<file path="config.mk">
export PLATFORM = sky130hd
export DESIGN_NAME = climate_light_cooler_controller
export DESIGN_NICKNAME = d
export VERILOG_FILES = /design/src/rtl/clcc_pkg.sv /design/src/rtl/clcc_front.sv /design/src/rtl/clcc_fifo.sv /design/src/rtl/clcc_back.sv /design/src/rtl/climate_light_cooler_controller.sv
export SDC_FILE = /design/constraint.sdc
export NUM_CORES = 1
export LEC_CHECK = 0
export ABC_AREA = 1
export CAP_MARGIN = 20
export CORE_MARGIN = 3
export CORE_UTILIZATION = 55
export CTS_CLUSTER_DIAMETER = 50
export DETAILED_ROUTE_END_ITERATION = 10
export DONT_BUFFER_PORTS = 1
export GPL_TIMING_DRIVEN = 0
export PLACE_DENSITY = 0.75
export RECOVER_POWER = 25
export SLEW_MARGIN = 10
export SYNTH_ARGS = -nofsm -noshare
export SYNTH_HDL_FRONTEND = slang
export SYNTH_SLANG_ARGS = --single-unit
</file>
<file path="constraint.sdc">
create_clock -name clk -period 5.2 [get_ports clk]
set_clock_uncertainty 0.05 [all_clocks]
set_input_delay 0.26 -clock clk [delete_from_list [all_inputs] [get_ports clk]]
set_output_delay 0.26 -clock clk [all_outputs]
set_load 0.005 [all_outputs]
</file>
<file path="src/rtl/clcc_pkg.sv">
package clcc_pkg;

  // Input word commands
  typedef enum logic [1:0] {
    CMD_SENSOR = 2'd0,
    CMD_TICK   = 2'd1,
    CMD_COOLER = 2'd2,
    CMD_LED    = 2'd3
  } cmd_e;

  // Configuration register indexes
  localparam int unsigned CFG_IDX_W = 3;
  localparam logic [CFG_IDX_W-1:0] CFG_AUTO_MODE       = 3'd0;
  localparam logic [CFG_IDX_W-1:0] CFG_LIGHT_THRESHOLD = 3'd1;
  localparam logic [CFG_IDX_W-1:0] CFG_LIGHT_MARGIN    = 3'd2;
  localparam logic [CFG_IDX_W-1:0] CFG_TEMP_THRESHOLD  = 3'd3;
  localparam logic [CFG_IDX_W-1:0] CFG_TEMP_MARGIN     = 3'd4;
  localparam int unsigned CFG_DATA_W = 10;

  // Register reset values
  localparam logic [9:0]        LIGHT_THRESHOLD_RST = 10'd600;
  localparam logic [9:0]        LIGHT_MARGIN_RST    = 10'd100;
  localparam logic signed [7:0] TEMP_THRESHOLD_RST  = 8'sd23;
  localparam logic [6:0]        TEMP_MARGIN_RST     = 7'd7;

  // Duty regulation constants
  localparam logic [7:0] DUTY_STEP = 8'd5;
  localparam logic [7:0] DUTY_TOP  = 8'd250;
  localparam logic [7:0] DUTY_MAX  = 8'd255;

  typedef struct packed {
    logic [1:0]          command;
    logic [9:0]          light_sample;
    logic signed [11:0]  temperature;
    logic signed [15:0]  manual_value;
  } in_word_t;

  typedef struct packed {
    logic [7:0] led_duty;
    logic       cooler_on;
    logic [9:0] light_level;
  } out_word_t;

  typedef struct packed {
    logic               auto_mode;
    logic [9:0]         light_threshold;
    logic [9:0]         light_margin;
    logic signed [7:0]  temp_threshold;
    logic [6:0]         temp_margin;
  } cfg_t;

  // Classified operation handed from front to back
  typedef struct packed {
    cmd_e               cmd;
    logic [9:0]         sample;
    logic [9:0]         sample_quo;   // sample divided by the averaging count
    logic signed [11:0] temperature;
    logic [7:0]         duty;         // manual duty, already saturated
    logic               cooler_ok;    // manual cooler value is 0 or 1
    logic               cooler_val;
  } op_t;

endpackage

</file>
<file path="src/rtl/clcc_front.sv">
module clcc_front #(
  parameter int SAMPLES_PER_AVERAGE = 10
) (
  input  logic             in_valid,
  output logic             in_ready,
  input  clcc_pkg::in_word_t in_data,
  input  logic             q_full,
  output logic             q_push,
  output clcc_pkg::op_t    q_data
);
  import clcc_pkg::*;

  // Reciprocal of the averaging count, exact for 10-bit samples
  localparam int SH = 18;
  localparam longint unsigned RECIP_FULL =
    ((64'd1 << SH) + SAMPLES_PER_AVERAGE - 1) / SAMPLES_PER_AVERAGE;
  localparam logic [SH:0] RECIP = RECIP_FULL[SH:0];

  logic [SH+10:0] quo_prod;

  assign in_ready = !q_full;
  assign q_push   = in_valid && !q_full;

  assign quo_prod = {{SH{1'b0}}, 1'b0, in_data.light_sample} * {10'd0, RECIP};

  // Classify the word and precompute the per-command values
  always_comb begin
    q_data.cmd         = cmd_e'(in_data.command);
    q_data.sample      = in_data.light_sample;
    q_data.sample_quo  = quo_prod[SH+9:SH];
    q_data.temperature = in_data.temperature;
    if (in_data.manual_value < 16'sd0) begin
      q_data.duty = 8'd0;
    end else if (in_data.manual_value > 16'sd255) begin
      q_data.duty = DUTY_MAX;
    end else begin
      q_data.duty = in_data.manual_value[7:0];
    end
    q_data.cooler_ok  = (in_data.manual_value == 16'sd0) || (in_data.manual_value == 16'sd1);
    q_data.cooler_val = in_data.manual_value[0];
  end

endmodule

</file>
<file path="src/rtl/clcc_fifo.sv">
module clcc_fifo #(
  parameter int WIDTH = 8,
  parameter int DEPTH = 2
) (
  input  logic             clk,
  input  logic             rst_n,
  input  logic             push,
  input  logic [WIDTH-1:0] push_data,
  output logic             full,
  input  logic             pop,
  output logic             pop_valid,
  output logic [WIDTH-1:0] pop_data
);
  localparam int PW = $clog2(DEPTH);
  localparam int CW = $clog2(DEPTH + 1);

  logic [WIDTH-1:0] mem_r [DEPTH];
  logic [PW-1:0]    wr_ptr_r, wr_ptr_nxt;
  logic [PW-1:0]    rd_ptr_r, rd_ptr_nxt;
  logic [CW-1:0]    count_r, count_nxt;

  assign full      = (count_r == CW'(DEPTH));
  assign pop_valid = (count_r != '0);
  assign pop_data  = mem_r[rd_ptr_r];

  // Pointer and occupancy update
  always_comb begin
    wr_ptr_nxt = wr_ptr_r;
    rd_ptr_nxt = rd_ptr_r;
    count_nxt  = count_r;
    if (push) begin
      wr_ptr_nxt = (wr_ptr_r == PW'(DEPTH - 1)) ? '0 : wr_ptr_r + 1'b1;
    end
    if (pop) begin
      rd_ptr_nxt = (rd_ptr_r == PW'(DEPTH - 1)) ? '0 : rd_ptr_r + 1'b1;
    end
    if (push && !pop) begin
      count_nxt = count_r + 1'b1;
    end else if (pop && !push) begin
      count_nxt = count_r - 1'b1;
    end
  end

  always_ff @(posedge clk) begin
    if (!rst_n) begin
      wr_ptr_r <= '0;
      rd_ptr_r <= '0;
      count_r  <= '0;
    end else begin
      wr_ptr_r <= wr_ptr_nxt;
      rd_ptr_r <= rd_ptr_nxt;
      count_r  <= count_nxt;
    end
  end

  // Storage, no reset
  always_ff @(posedge clk) begin
    if (push) begin
      mem_r[wr_ptr_r] <= push_data;
    end
  end

endmodule

</file>
<file path="src/rtl/clcc_back.sv">
module clcc_back #(
  parameter int SAMPLES_PER_AVERAGE = 10
) (
  input  logic               clk,
  input  logic               rst_n,
  input  clcc_pkg::cfg_t     cfg,
  input  logic               op_valid,
  input  clcc_pkg::op_t      op_data,
  output logic               op_pop,
  output logic               out_valid,
  input  logic               out_ready,
  output clcc_pkg::out_word_t out_data
);
  import clcc_pkg::*;

  localparam int CW = $clog2(SAMPLES_PER_AVERAGE + 1);
  localparam int RW = $clog2(SAMPLES_PER_AVERAGE) + 1;
  localparam int NW = $clog2(SAMPLES_PER_AVERAGE + 1);
  localparam logic [NW-1:0] NV   = NW'(SAMPLES_PER_AVERAGE);
  localparam logic [RW-1:0] NR   = RW'(SAMPLES_PER_AVERAGE);
  localparam logic [CW-1:0] LAST = CW'(SAMPLES_PER_AVERAGE - 1);

  // Running sum held as quotient and remainder by the averaging count
  logic [CW-1:0]      count_r, count_nxt;
  logic [9:0]         quo_r, quo_nxt;
  logic [RW-1:0]      rem_r, rem_nxt;
  logic [9:0]         avg_r, avg_nxt;
  logic signed [11:0] temp_r, temp_nxt;
  logic [7:0]         duty_r, duty_nxt;
  logic               cooler_r, cooler_nxt;
  logic               out_valid_r, out_valid_nxt;

  logic [9:0]          quo_mul;
  logic [RW-1:0]       rem_in;
  logic [RW-1:0]       rem_sum;
  logic                carry;
  logic [9:0]          quo_sum;
  logic signed [11:0]  lvl;
  logic signed [11:0]  light_lo;
  logic signed [11:0]  light_hi;
  logic signed [8:0]   temp_deg;
  logic signed [12:0]  temp_limit;

  assign op_pop    = op_valid && (!out_valid_r || out_ready);
  assign out_valid = out_valid_r;
  assign out_data  = '{led_duty: duty_r, cooler_on: cooler_r, light_level: avg_r};

  // Sample accumulation
  assign quo_mul = 10'(op_data.sample_quo * NV);
  assign rem_in  = RW'(op_data.sample - quo_mul);
  assign rem_sum = rem_r + rem_in;
  assign carry   = (rem_sum >= NR);
  assign quo_sum = quo_r + op_data.sample_quo + {9'd0, carry};

  // Deadband and cooler limits from configuration
  assign lvl        = $signed({2'b00, avg_r});
  assign light_lo   = $signed({2'b00, cfg.light_threshold}) - $signed({2'b00, cfg.light_margin});
  assign light_hi   = $signed({2'b00, cfg.light_threshold}) + $signed({2'b00, cfg.light_margin});
  assign temp_deg   = {cfg.temp_threshold[7], cfg.temp_threshold} + $signed({2'b00, cfg.temp_margin});
  // Limit in tenths: 8 * degrees plus 2 * degrees
  assign temp_limit = $signed({temp_deg[8], temp_deg, 3'b000})
                    + $signed({{3{temp_deg[8]}}, temp_deg, 1'b0});

  // Execute one operation
  always_comb begin
    count_nxt     = count_r;
    quo_nxt       = quo_r;
    rem_nxt       = rem_r;
    avg_nxt       = avg_r;
    temp_nxt      = temp_r;
    duty_nxt      = duty_r;
    cooler_nxt    = cooler_r;
    out_valid_nxt = out_valid_r;
    if (out_valid_r && out_ready) begin
      out_valid_nxt = 1'b0;
    end
    if (op_pop) begin
      out_valid_nxt = 1'b1;
      case (op_data.cmd)
        CMD_SENSOR: begin
          temp_nxt = op_data.temperature;
          if (count_r == LAST) begin
            avg_nxt   = quo_sum;
            quo_nxt   = '0;
            rem_nxt   = '0;
            count_nxt = '0;
          end else begin
            quo_nxt   = quo_sum;
            rem_nxt   = carry ? rem_sum - NR : rem_sum;
            count_nxt = count_r + 1'b1;
          end
        end
        CMD_TICK: begin
          if (cfg.auto_mode) begin
            if (lvl < light_lo && duty_r > DUTY_STEP) begin
              duty_nxt = duty_r - DUTY_STEP;
            end else if (lvl > light_hi && duty_r < DUTY_TOP) begin
              duty_nxt = duty_r + DUTY_STEP;
            end
            cooler_nxt = ($signed({temp_r[11], temp_r}) > temp_limit);
          end
        end
        CMD_COOLER: begin
          if (!cfg.auto_mode && op_data.cooler_ok) begin
            cooler_nxt = op_data.cooler_val;
          end
        end
        default: begin
          if (!cfg.auto_mode) begin
            duty_nxt = op_data.duty;
          end
        end
      endcase
    end
  end

  always_ff @(posedge clk) begin
    if (!rst_n) begin
      count_r     <= '0;
      quo_r       <= '0;
      rem_r       <= '0;
      avg_r       <= '0;
      temp_r      <= '0;
      duty_r      <= '0;
      cooler_r    <= 1'b0;
      out_valid_r <= 1'b0;
    end else begin
      count_r     <= count_nxt;
      quo_r       <= quo_nxt;
      rem_r       <= rem_nxt;
      avg_r       <= avg_nxt;
      temp_r      <= temp_nxt;
      duty_r      <= duty_nxt;
      cooler_r    <= cooler_nxt;
      out_valid_r <= out_valid_nxt;
    end
  end

endmodule

</file>
<file path="src/rtl/climate_light_cooler_controller.sv">
// An accepted word enters the queue; the executor pops it and registers its result word.
// Throughput: one word per cycle while out_ready stays high; the two-entry queue between
// classifier and executor lets the input keep flowing while a result waits, until it fills.
// Reset (rst_n low, synchronous): queue and result emptied, all state cleared,
// configuration registers return to manual mode, 600, 100, 23 and 7.
module climate_light_cooler_controller #(
  parameter int SAMPLES_PER_AVERAGE = 10
) (
  input  logic                                  clk,
  input  logic                                  rst_n,
  input  logic                                  in_valid,
  output logic                                  in_ready,
  input  clcc_pkg::in_word_t                    in_data,
  output logic                                  out_valid,
  input  logic                                  out_ready,
  output clcc_pkg::out_word_t                   out_data,
  input  logic                                  cfg_valid,
  output logic                                  cfg_ready,
  input  logic [clcc_pkg::CFG_IDX_W-1:0]        cfg_index,
  input  logic [clcc_pkg::CFG_DATA_W-1:0]       cfg_data
);
  import clcc_pkg::*;

  cfg_t cfg_r;
  op_t  push_data;
  op_t  pop_data;
  logic q_full;
  logic q_push;
  logic q_pop;
  logic q_valid;

  // Configuration registers
  assign cfg_ready = 1'b1;

  always_ff @(posedge clk) begin
    if (!rst_n) begin
      cfg_r.auto_mode       <= 1'b0;
      cfg_r.light_threshold <= LIGHT_THRESHOLD_RST;
      cfg_r.light_margin    <= LIGHT_MARGIN_RST;
      cfg_r.temp_threshold  <= TEMP_THRESHOLD_RST;
      cfg_r.temp_margin     <= TEMP_MARGIN_RST;
    end else if (cfg_valid) begin
      unique case (cfg_index)
        CFG_AUTO_MODE:       cfg_r.auto_mode       <= cfg_data[0];
        CFG_LIGHT_THRESHOLD: cfg_r.light_threshold <= cfg_data[9:0];
        CFG_LIGHT_MARGIN:    cfg_r.light_margin    <= cfg_data[9:0];
        CFG_TEMP_THRESHOLD:  cfg_r.temp_threshold  <= $signed(cfg_data[7:0]);
        CFG_TEMP_MARGIN:     cfg_r.temp_margin     <= cfg_data[6:0];
        default: ;
      endcase
    end
  end

  // Front: accept and classify
  clcc_front #(
    .SAMPLES_PER_AVERAGE(SAMPLES_PER_AVERAGE)
  ) u_front (
    .in_valid (in_valid),
    .in_ready (in_ready),
    .in_data  (in_data),
    .q_full   (q_full),
    .q_push   (q_push),
    .q_data   (push_data)
  );

  // Queue between front and back
  clcc_fifo #(
    .WIDTH($bits(op_t)),
    .DEPTH(2)
  ) u_fifo (
    .clk       (clk),
    .rst_n     (rst_n),
    .push      (q_push),
    .push_data (push_data),
    .full      (q_full),
    .pop       (q_pop),
    .pop_valid (q_valid),
    .pop_data  (pop_data)
  );

  // Back: execute and hold results
  clcc_back #(
    .SAMPLES_PER_AVERAGE(SAMPLES_PER_AVERAGE)
  ) u_back (
    .clk       (clk),
    .rst_n     (rst_n),
    .cfg       (cfg_r),
    .op_valid  (q_valid),
    .op_data   (pop_data),
    .op_pop    (q_pop),
    .out_valid (out_valid),
    .out_ready (out_ready),
    .out_data  (out_data)
  );

endmodule
</file>
# After elaboration in Yosys (flattened, before gate mapping)
# Memories as Yosys holds them, arrays and structs flattened. A register that Yosys moved wholly into a read port is not among the register bits.
# Index checks and enable logic that the tools add are counted.
# op_classes
n_addsub,16
mul,2
n_lt_le_gt_ge,8
eq_ne,13
mux,24
bitwise_logic,1
reduce_logical,32
# ops
operator,count
two-way mux 8 bit,6
"multiplier 10 x 15 -> 25 bit, second input constant",1
"equality test 16 x 2 -> 1 bit, second input constant",1
"greater-than comparator 16 x 9 -> 1 bit, second input constant",1
logical NOT 16 bit,1
"< comparator 16 x 1 -> 1 bit, second input constant",1
one-hot mux 8 bit (2 select lines),1
adder 12 x 10 -> 13 bit,1
greater-than comparator 12 x 13 -> 1 bit,1
greater-than comparator 11 x 12 -> 1 bit,1
< comparator 11 x 12 -> 1 bit,1
AND reduction 2 bit,6
adder 10 x 10 -> 11 bit,1
subtractor 10 x 10 -> 11 bit,1
adder 10 x 1 -> 10 bit,1
adder 10 bit,1
"multiplier 10 x 3 -> 4 bit, second input constant",1
two-way mux 1 bit,10
two-way mux 10 bit,1
two-way mux 5 bit,2
adder 8 x 8 -> 9 bit,1
"adder 8 x 3 -> 8 bit, second input constant",1
"greater-than comparator 8 x 3 -> 1 bit, second input constant",1
logical AND 1 bit,8
other kinds (32),45
# word_totals
register_bits,91
mem_bits_rw,82
input_bits,58
output_inout_bits,22
wordCells,113
n_memories,1
# memory_table
memory,depth,width,read_ports,rd_ports_with_merged_regs,write_ports,line,source
u_fifo.mem_r,2,41,1,1,1,clcc_fifo.sv:17,logic [WIDTH-1:0] mem_r [DEPTH];

# Logic depth before layout (Yosys ltp)
# depth
ltp_word,7
depth_mapped,28

# Cells and area by module
# A second synthesis with hierarchy kept.
# unflattened
hier_cells,1700
hier_area_um2,13883.3
# by_module_without_submodules
module,n_inst,cells_each,area_each_um2,seq_area_each_um2
clcc_back,1,833,5589.1,1021.0
clcc_fifo,1,172,3607.2,2742.6
clcc_front,1,487,3216.8,0.0
climate_light_cooler_controller,1,208,1470.2,720.7

# Worst setup path before layout
# Ideal clock, no wire load.
# synth_path
path_type,register to register
startpoint,reg with a tool-made name
endpoint,reg u_back.quo_r[6]
setup_ps,132
arrival_time_ps,4628
path_slack_ps,389
path_stages_with_launch,29
synth_period_minus_slack_ps,4811
path_cell_list,dfxtp_1 > buf_6 > buf_6 > buf_2 > buf_2 > mux2_2 > ha_1 > fa_1 > inv_1 > ha_1 > nand2_1 > inv_1 > nand2_1 > nand3_1 > inv_1 > nand2_1 > nand2_1 > inv_1 > nand2_2 > nand3_2 > fa_1 > fa_1 > nand3_1 > nand3_1 > a21oi_1 > o21ai_0 > xor2_1 > nand2_1 > a21oi_1
# synth_rtl
element,line,source
"end signal, assigned",clcc_back.sv:129,quo_r <= quo_nxt;
"end, declared",clcc_back.sv:25,"logic [9:0] quo_r, quo_nxt;"

==> metrics <==
fraction of final layout cells sized beyond drive strength 1 7.11%; DIE AREA between 20000 and 25000 µm²; fraction of registers with async set/reset 0%; instance count of the mapped netlist 1423; total congestion overflow after global routing 0; die extent in y between 150 and 200 µm; total wirelength of the detailed-routed design 26.3 mm; Worst Reg-to-Reg Cells 27; CP Capture Type register; net switching power figure 3140 µW; maximum level of the CTS H-tree 4; sequential share of power 25.2%; share of total power in the clock network 17.0%; Clock Pin Slew Worst Setup and Hold Paths 0.07 ns; number of synthesized register bits about 160; P per Cell Area 521 nW/µm²; maximum operating frequency around 0.21 GHz; worst setup path category reg -> reg; Net Sw Frac 45.5%; root cell of the clock tree sky130_fd_sc_hd__clkbuf_16; ys flop type sky130_fd_sc_hd__dfxtp_1; Seq/Total Area, Yosys roughly a third; most used cells in the layout excluding fill and tap cells sky130_fd_sc_hd__nand2_1 (248), sky130_fd_sc_hd__inv_1 (219), sky130_fd_sc_hd__ha_1 (148), sky130_fd_sc_hd__a21oi_1 (128), sky130_fd_sc_hd__nor2_1 (110); Peak supply drop 0.406 mV; Die Width around 150 µm; number of antenna diodes 0; quantity of I/O buffers inserted on ports 0; number of DRC violations after detailed-routing iteration 0 782; remaining routing DRC violations 0; critical hold path startpoint cfg_index[0]; Avg Synthesized Cell Area between 8 and 9 µm²; Clock Tree Buf Depth 2; logic gate share of total power between 50% and 60%; nature of the critical path startpoint register; via count 9402; Post-Syn Nets 1673; CTS tree built; final weighted congestion of routability-driven global placement 0.908; core area approximately 21000 µm²; portion of the clock cycle consumed by the worst path in the final layout 93.8%; Reg2Reg Capture Point u_back.quo_r[6]$_SDFFE_PN0P_; Hold Fails Final Rpt 0; post-route total power 6920 µW; final slew viol count 0; I/O pin count 80; detailed-placement wirelength estimate approximately 20 mm; clock buffers created by TritonCTS 17; yosys synthesis warning count 0; number of max-capacitance violations reported 0; Total GRT Usage around 22%; Max-slew headroom between 40 and 50%; final hold slack 0.0123 ns; Leak 0.00638 µW; Worst Hold Endpoint cfg_r[35]$_SDFFE_PN0P_; number of setup violations in the final report 0; fill cell total of the finished layout 1798; run status complete, no violations; pin count of the biggest net entering global routing 29; number of nets at the end of the flow 1728; P&R area growth vs syn 11.0%; Tightest Hold Check Type in -> reg; via count of the first global-routing pass 9010; cell depth of the worst hold path 3; Yosys cell types 56; effective utilization at floorplan between 50% and 60%; clock net sink count 164; most common cell after layout, fill and taps aside sky130_fd_sc_hd__nand2_1; site row count 53; count of flip-flops with a built-in enable after synthesis approximately 70; average via count per standard cell 5.32; Routed Antenna Nets 0; drt pass-1 iters 5; Cell Area, Synth 12000 µm²; maximum fanout encountered on the critical timing path 19; reg2reg setup slack 0.32 ns; Least-Margin Pin Slew 0.825 ns; per-cell routed wire length 14.9 µm; wire length of the first global-routing pass around 43 mm; total negative slack for setup checks 0 ns; number of antenna violations at the first check in global routing 0; crit path time final approximately 5 ns; internal power 3770 µW; WP data required 5.51 ns; Skew-Pair Late Insertion Delay roughly 0.43 ns; arrival time of data at the critical path endpoint 5.18 ns
==> kinds of logic after synthesis <==
family	Yosys count	synth area share [%]
flops	164	33.5
xor+xnor	58	4.25
other cells	1	0.0313
mux	18	1.64
simple gates	496	18.4
compound gates	235	10.7
buf+inv	259	8.68
fa+ha+maj	192	22.8
==> cell type report <==
class / instances / area (µm²) / share of cell area [%]
multi-input cells: 1000 / 6950 / 52.4
flip-flops and latches: 164 / 4000 / 30.2
inverters: 224 / 843 / 6.35
clock buffers: 18 / 429 / 3.23
repair buffers: 37 / 383 / 2.88
well taps: 275 / 344 / 2.59
plain buffers: 34 / 201 / 1.52
clock inverters: 14 / 119 / 0.895
==> cell usage after synthesis (12+ instances only) <==
library cell	number	area [µm²]
sky130_fd_sc_hd__nand2_1	249	935
sky130_fd_sc_hd__inv_1	219	822
sky130_fd_sc_hd__ha_1	148	1850
sky130_fd_sc_hd__a21oi_1	129	646
sky130_fd_sc_hd__nor2_1	112	420
sky130_fd_sc_hd__dfxtp_1	92	1840
sky130_fd_sc_hd__edfxtp_1	72	2160
sky130_fd_sc_hd__o21ai_0	69	345
sky130_fd_sc_hd__nand3_1	68	340
sky130_fd_sc_hd__xor2_1	46	403
sky130_fd_sc_hd__fa_1	44	881
sky130_fd_sc_hd__nand4_1	24	150
sky130_fd_sc_hd__mux2_2	13	146
sky130_fd_sc_hd__buf_2	12	60.1
sky130_fd_sc_hd__xnor2_1	12	105
==> flip-flops by register name, summed over array words and instances (netlist names), 2 cells and up, named ones only <==
register        cells
cfg_r              36
u_back.duty_r       8
u_fifo.count_r      2
u_fifo.mem_r       72
u_back.avg_r       10
u_back.rem_r        5
u_back.quo_r       10
u_back.temp_r      12
u_back.count_r      4
==> worst max-delay path, cell delays in order (launching register included) <==
cell,delay [ns]
sky130_fd_sc_hd__dfxtp_1,0.36
sky130_fd_sc_hd__buf_6,0.13
sky130_fd_sc_hd__buf_12,0.16
sky130_fd_sc_hd__buf_6,0.18
sky130_fd_sc_hd__mux2_2,0.39
sky130_fd_sc_hd__ha_1,0.32
sky130_fd_sc_hd__fa_1,0.50
sky130_fd_sc_hd__inv_1,0.04
sky130_fd_sc_hd__ha_1,0.33
sky130_fd_sc_hd__nand2_1,0.07
sky130_fd_sc_hd__inv_1,0.04
sky130_fd_sc_hd__nand2_1,0.04
sky130_fd_sc_hd__nand3_1,0.09
sky130_fd_sc_hd__inv_1,0.07
sky130_fd_sc_hd__nand2_1,0.05
sky130_fd_sc_hd__nand2_1,0.08
sky130_fd_sc_hd__inv_1,0.05
sky130_fd_sc_hd__nand2_2,0.11
sky130_fd_sc_hd__nand3_2,0.12
sky130_fd_sc_hd__fa_2,0.39
sky130_fd_sc_hd__fa_2,0.37
sky130_fd_sc_hd__nand3_1,0.09
sky130_fd_sc_hd__nand3_2,0.11
sky130_fd_sc_hd__a21oi_2,0.13
sky130_fd_sc_hd__o21ai_0,0.10
sky130_fd_sc_hd__xor2_1,0.21
sky130_fd_sc_hd__nand2_1,0.08
sky130_fd_sc_hd__a21oi_1,0.12
==> repair_timing <==
item	in CTS	in global routing
gates cloned	0	0
pin swaps	0	1
endpoints found under the hold margin	77	0
setup buffers	0	3
endpoints found under the setup margin	6	6
hold buffers	32	0
gates resized for setup	1	9
==> per-stage QoR <==
stage	instances	worst slack, ns	area (µm²)	util, %
3_3_place_gp	1698	-0.251	12300	58.0
5_1_grt	1766	-0.00844	13300	62.6
4_1_cts	1763	0.0196	13200	62.3
2_1_floorplan	1423	0.389	12000	-
6_report	1766	0.324	13300	62.6
3_5_place_dp	1700	-0.293	12400	58.3
==> how the worst max path moves through the flow <==
stage	from	end	slack, ns	cells past startpoint
finish	register	u_back.quo_r[6]$_SDFFE_PN0P_	0.32	27
global placement	register	u_back.quo_r[6]$_SDFFE_PN0P_	-0.25	26
detailed placement	register	u_back.quo_r[6]$_SDFFE_PN0P_	-0.29	26
CTS	register	u_back.quo_r[6]$_SDFFE_PN0P_	0.02	25
floorplan	register	u_back.quo_r[6]$_SDFFE_PN0P_	0.39	28
global route	register	u_back.quo_r[6]$_SDFFE_PN0P_	-0.008	27
==> per-layer routing <==
metal | global-route usage (%) | vias up | routed length, µm
li1 | - | 4798 | -
met1 | 31.2 | 4315 | 12300
met2 | 36.3 | 250 | 12300
met3 | 3.28 | 39 | 1160
met4 | 6.85 | 0 | 535
met5 | 0 | - | 0
==> power groups by stage <==
stage | logic [µW] | registers (µW) | clock network [µW]
4_1_cts | 3890 | 1740 | 1190
3_3_place_gp | 3740 | 1760 | 0
3_5_place_dp | 3830 | 1760 | 0
2_1_floorplan | 3040 | 1730 | 0
6_report | 4000 | 1740 | 1170
5_1_grt | 4570 | 1770 | 1250
No activity file was read; power rests on OpenSTA's default activity.
